<file path="config.mk">
export PLATFORM = sky130hd
export DESIGN_NAME = cau_sqrt
export DESIGN_NICKNAME = d
export VERILOG_FILES = /design/src/hw/rtl/cau_sqrt.sv
export SDC_FILE = /design/constraint.sdc
export NUM_CORES = 2
export LEC_CHECK = 0
export BUFFER_PORTS_ARGS = -buffer_cell sky130_fd_sc_hd__clkbuf_2
export CAP_MARGIN = 20
export CORE_AREA = 2 2 558 560
export CTS_BUF_LIST = sky130_fd_sc_hd__clkbuf_2
export DETAILED_ROUTE_END_ITERATION = 12
export DIE_AREA = 0 0 560 562
export PLACE_DENSITY = 0.55
export SYNTH_ARGS = -nofsm -noshare
export SYNTH_HDL_FRONTEND = slang
export SYNTH_MEMORY_MAX_BITS = 65536
export SYNTH_SLANG_ARGS = --single-unit
export TNS_END_PERCENT = 30
</file>
<file path="constraint.sdc">
create_clock -name clk -period 3.9 [get_ports clk]
set_input_delay 0.78 -clock clk [delete_from_list [all_inputs] [get_ports clk]]
set_output_delay 0.78 -clock clk [all_outputs]
set_load 0.02 [all_outputs]
</file>
<file path="src/hw/rtl/cau_sqrt.sv">
module cau_sqrt #(
	parameter int W = 32
) (
	input  logic           clk,
	input  logic           en,
	input  logic [2*W-1:0] s,
	output logic [W+1:0]   root,
	output logic [W+3:0]   rem
);
	localparam int NS = W + 2;
	localparam int SW = 2*W + 4;
	localparam int RW = W + 4;

	logic [RW-1:0] rem_s  [NS];
	logic [W+1:0]  root_s [NS];
	logic [SW-1:0] lo_s   [NS];

	// digit-by-digit root, two radicand bits per stage
	for (genvar k = 0; k < NS; k++) begin : g_stage
		logic [RW-1:0] r_in, t, trial;
		logic [W+1:0]  q_in;
		logic [SW-1:0] l_in;
		logic          ge;

		if (k == 0) begin : g_head
			assign r_in = '0;
			assign q_in = '0;
			assign l_in = {4'b0000, s};
		end else begin : g_tail
			assign r_in = rem_s[k-1];
			assign q_in = root_s[k-1];
			assign l_in = lo_s[k-1];
		end

		assign t     = {r_in[RW-3:0], l_in[SW-1:SW-2]};
		assign trial = {q_in, 2'b01};
		assign ge    = t >= trial;

		always_ff @(posedge clk) begin
			if (en) begin
				rem_s[k]  <= ge ? t - trial : t;
				root_s[k] <= {q_in[W:0], ge};
				lo_s[k]   <= {l_in[SW-3:0], 2'b00};
			end
		end
	end

	assign root = root_s[NS-1];
	assign rem  = rem_s[NS-1];

endmodule

</file>
# --- After elaboration in Yosys (flattened, before gate mapping) ---
# Memory sizes are Yosys's and may differ from the RTL's.
# Cells that the tools add are included.
totals:
  register_bits: 0
  latch_bits: 0
  mem_bits_rw: 4624
  romBits: 0
  input_bits: 66
  out_inout_bits: 70
  word_cells: 104
  memories: 3
mem_list:
  columns: ["memory", "depth", "word_bits", "read_ports", "rd_clocked_by_memory_dff", "write_ports", "line", "source"]
  rows:
  - ["lo_s", 34, 66, 33, 0, 34, "16", "logic [SW-1:0] lo_s [NS];"]
  - ["rem_s", 34, 36, 34, 0, 34, "14", "logic [RW-1:0] rem_s [NS];"]
  - ["root_s", 34, 34, 34, 0, 34, "15", "logic [W+1:0] root_s [NS];"]
op_classes:
  add_sub_neg: 33
  multipliers: 0
  n_div: 0
  order_cmp: 33
  n_eq_ne: 0
  shift: 0
  n_mux: 35
  bitwise: 0
  reduce_logical: 0
op_table:
  columns: ["operator", "count"]
  rows:
  - [">= comparator 36 bit", 33]
  - ["2-to-1 mux 36 bit", 33]
  - ["subtractor 36 bit", 33]
  - ["2-to-1 mux 1 bit", 2]

# --- Logic depth before layout (Yosys ltp) ---
# An unclocked memory read counts as a cell.
depth:
  word_depth: 3
  depth_mapped: 14
  depth_no_buf: 13

# --- Least setup slack after synthesis ---
# No wires, ideal clock.
synth_path:
  kind: "reg2reg"
  startpoint: "memory rem_s[16][16] in the netlist's numbering"
  endpoint: "memory rem_s[17][13] in the netlist's numbering, data pin"
  setup_time_ns: 0.260
  arrival_time_ns: 3.371
  required_time_ns: 3.640
  setup_slack_ns: 0.268
  stages_incl_launch_ff: 12
  n_path_buf: 2
  synth_period_minus_slack_ns: 3.632
  cell_sequence: "edfxtp_1 -> or4_4 -> or4_4 -> or3_4 -> or4_4 -> or3_4 -> nor3_2 -> and4_1 -> buf_6 -> inv_4 -> buf_6 -> mux2_4"
synth_lines:
  columns: ["item", "line"]
  rows:
  - ["from (decl)", "14"]

==> key figures <==
Timing
  • Highest Clock Rate: 264.0 MHz
  • RSZ-0062 raised after global routing: yes
  • Crit path time final: 3788 ps
  • Clock skew: 230.7 ps
  • Worst Tran Pin Value: 993.3 ps
  • Number of setup violations in the final report: 0
  • Final Max Tran Viols: 0
  • Fin Setup TNS: 0 ps
  • Hold Violations, Final: 0
  • Period utilization: 97.13%
  • Relative slew margins: 33.33%

Job
  • Max_cap viols: 0

Finish
  • Proportion of layout cells with a drive suffix above 1: 14.97%
  • Fillcell total: 28263
  • Layout area overhead: 13.00%
  • Post-layout util: 45.08%
  • Final #Nets: ~11000

Synth
  • Sequential area share after synthesis: 65.59%
  • Syn avg cell area: 13.18 um^2
  • Top FF cell, synth: edfxtp_1
  • Leading post-synthesis cells by instance count: edfxtp_1 (2687), a21oi_1 (741), nor2_1 (726)
  • Yosys warns: 0
  • Synth area leaders: edfxtp_1 (66%), ha_1 (5.7%), xnor2_1 (3.5%)
  • Ys async rst share: 0%
  • Synth area leader: edfxtp_1
  • Count leader, synth: edfxtp_1
  • Synth Cell Area: between 100000 and 150000 um^2
  • Post-synthesis cell count: 9334
  • Share of the synthesized area in the top cell type: 65.59%
  • #FFs+latches synth: 2687
  • Netlist cell types: 87
  • EDFF count, synth: 2687

Worst setup path
  • Flop2flop setup slack: 110 ps
  • Worst Path Required: between 5000 and 6000 ps
  • Kind of critical path: flop to flop
  • Critical path capture point type: flop
  • Startpoint Class: flop
  • R2R depth: 12
  • CP arrival: 5420 ps
  • Crit path max fanout: 19

Placed design
  • Detailed placer's ending HPWL: ~180000 um
  • Port buffer count: 133
  • Routability cong.: 0.9191

Clock network
  • H-tree levels: 6
  • Worst-Skew Late Latency: 2040 ps
  • Clock root cell: clkbuf_2
  • Clock slew at reported path FFs: 110 ps
  • CTS Buffer Depth: 4
  • CTS Sinks: 2687
  • CTS tree: built
  • Num CTS Buffers: 696

Detailed routing
  • Vias: 75871
  • Post-route DRC: 0
  • DR pass1 iterations: 5
  • Routed len/inst: 17.05 um
  • Initial DRC count: ~5300
  • Via density: 5.038
  • Final ANT Viol Nets: 0
  • Post-Route WL: 256900 um

Global route
  • Gr usage total: 16.02%
  • Vias in the first global route: 77145
  • First-pass GRT wire length: roughly 410000 um
  • Grt ovf: 0
  • Antenna violations before repair: 7
  • Pin count of the biggest net entering global routing: 122

Die
  • Die H: around 560 um
  • Initial cell density of the core: roughly two fifths
  • Die area: 314700 um^2
  • Io pins: ~140
  • Chip Width: 560 um
  • Row count: 204
  • Placeable Area: 308300 um^2

Hold path
  • Hold path cells: 0
  • Worst Hold Class: flop to flop

Pwr
  • Max VDD drop: 318.9 uV
  • Pwr dens: approximately 540 nW/um^2
  • P_leak: roughly 55 nW

Run status
  • Run status: complete, no violations
[stage by stage]
step	hold WS, ps	setup slack, ps	total power [mW]	cell area, um^2	cells
after floorplan	400.3	268.3	50.60	123000	9336
after global placement	400.6	35.64	55.83	130500	13648
after detailed placement	404.5	59.26	56.13	130500	13648
after CTS	74.16	46.90	75.97	138800	15048
after global routing	178.2	-14.05	79.80	139000	15054
final	259.3	112.1	74.81	139000	15061
[cell families (layout without fill, tap and decap cells)]
kind of cell / Yosys count / count (layout) / share of synthesized area, %
AO/OA/AOI/OAI: 1825 / 1825 / 9.082
XOR/XNOR: 902 / 902 / 6.422
adder cells (fa/ha/maj): 564 / 564 / 5.736
buffers and inverters: 902 / 2498 / 2.805
flip-flops: 2687 / 2687 / 65.59
multiplexers: 106 / 106 / 0.9713
other: 1 / 12 / 0.003048
AND/OR/NAND/NOR: 2347 / 2347 / 9.391
[critical path, cell delays in order, from the launching register on]
cell      delay, ps
edfxtp_1        390
or4_4           550
or4_4           430
or3_4           340
or4_4           430
or3_4           370
nor3_4          160
and4_4          250
buf_4           130
inv_6            70
buf_12          140
nor2_1           80
a21oi_1          50
[power by group]
group	total [mW]	switching, mW	internal [mW]
logic	17.1	9.64	7.46
registers	38.7	2.29	36.4
clock network	19.0	11.9	7.13
total	74.8	23.8	51.0
[cell usage in the layout (no fill, tap or decap), types with 102 or more instances in the layout]
| cell type | count |
|---|---|
| nand2_1 | 474 |
| ha_1 | 564 |
| nor2_1 | 725 |
| edfxtp_1 | 2687 |
| dlygate4sd3_1 | 194 |
| xor2_1 | 417 |
| clkinv_1 | 158 |
| buf_4 | 193 |
| nand3_1 | 129 |
| nand2b_1 | 102 |
| clkbuf_2 | 1082 |
| nor3_1 | 223 |
| a21oi_1 | 741 |
| o21ai_0 | 338 |
| inv_1 | 724 |
| nor4_1 | 108 |
| nand4_1 | 107 |
| a21o_1 | 223 |
| xnor2_1 | 485 |
[cell type report]
cell class                      count  area [um^2]  share of cell area (%)
Inverter                          726         2730                   1.964
Timing Repair Buffer              567         5016                   3.608
Multi-Input combinational cell   5747        39080                   28.11
Clock inverter                    255         1568                   1.128
Clock buffer                      950         4755                   3.420
Tap cell                         4120         5155                   3.708
Antenna cell                        9        22.52                 0.01620
Sequential cell                  2687        80690                   58.04
[final timing paths]
kind,from,to
min reg2reg,lo_s[12][33],lo_s[13][35]
min,lo_s[12][33],lo_s[13][35]
max reg2reg,rem_s[16][15],rem_s[17][3]
max,rem_s[16][15],rem_s[17][3]
[flip-flops by register name, summed over array words and instances (netlist names)]
| signal | count |
|---|---|
| lo_s | 1120 |
| rem_s | 1039 |
| root_s | 528 |
[layer usage]
| metal | vias to the layer above | global-route usage [%] | wire length [um] |
|---|---|---|---|
| met5 | - | 0 | 0 |
| met1 | 36331 | 20.58 | 112900 |
| met2 | 1846 | 27.03 | 124600 |
| met3 | 499 | 2.792 | 12230 |
| met4 | 0 | 6.100 | 7139 |
| li1 | 37195 | - | - |
[repair_timing]
item / in CTS / in global routing
endpoints found under the hold margin: 2751 / 0
gates cloned: 0 / 1
setup buffers: 0 / 3
gates resized for setup: 2 / 41
pin swaps: 0 / 4
hold buffers: 195 / 0
endpoints found under the setup margin: 17 / 138
No activity file was read; power rests on OpenSTA's default activity.
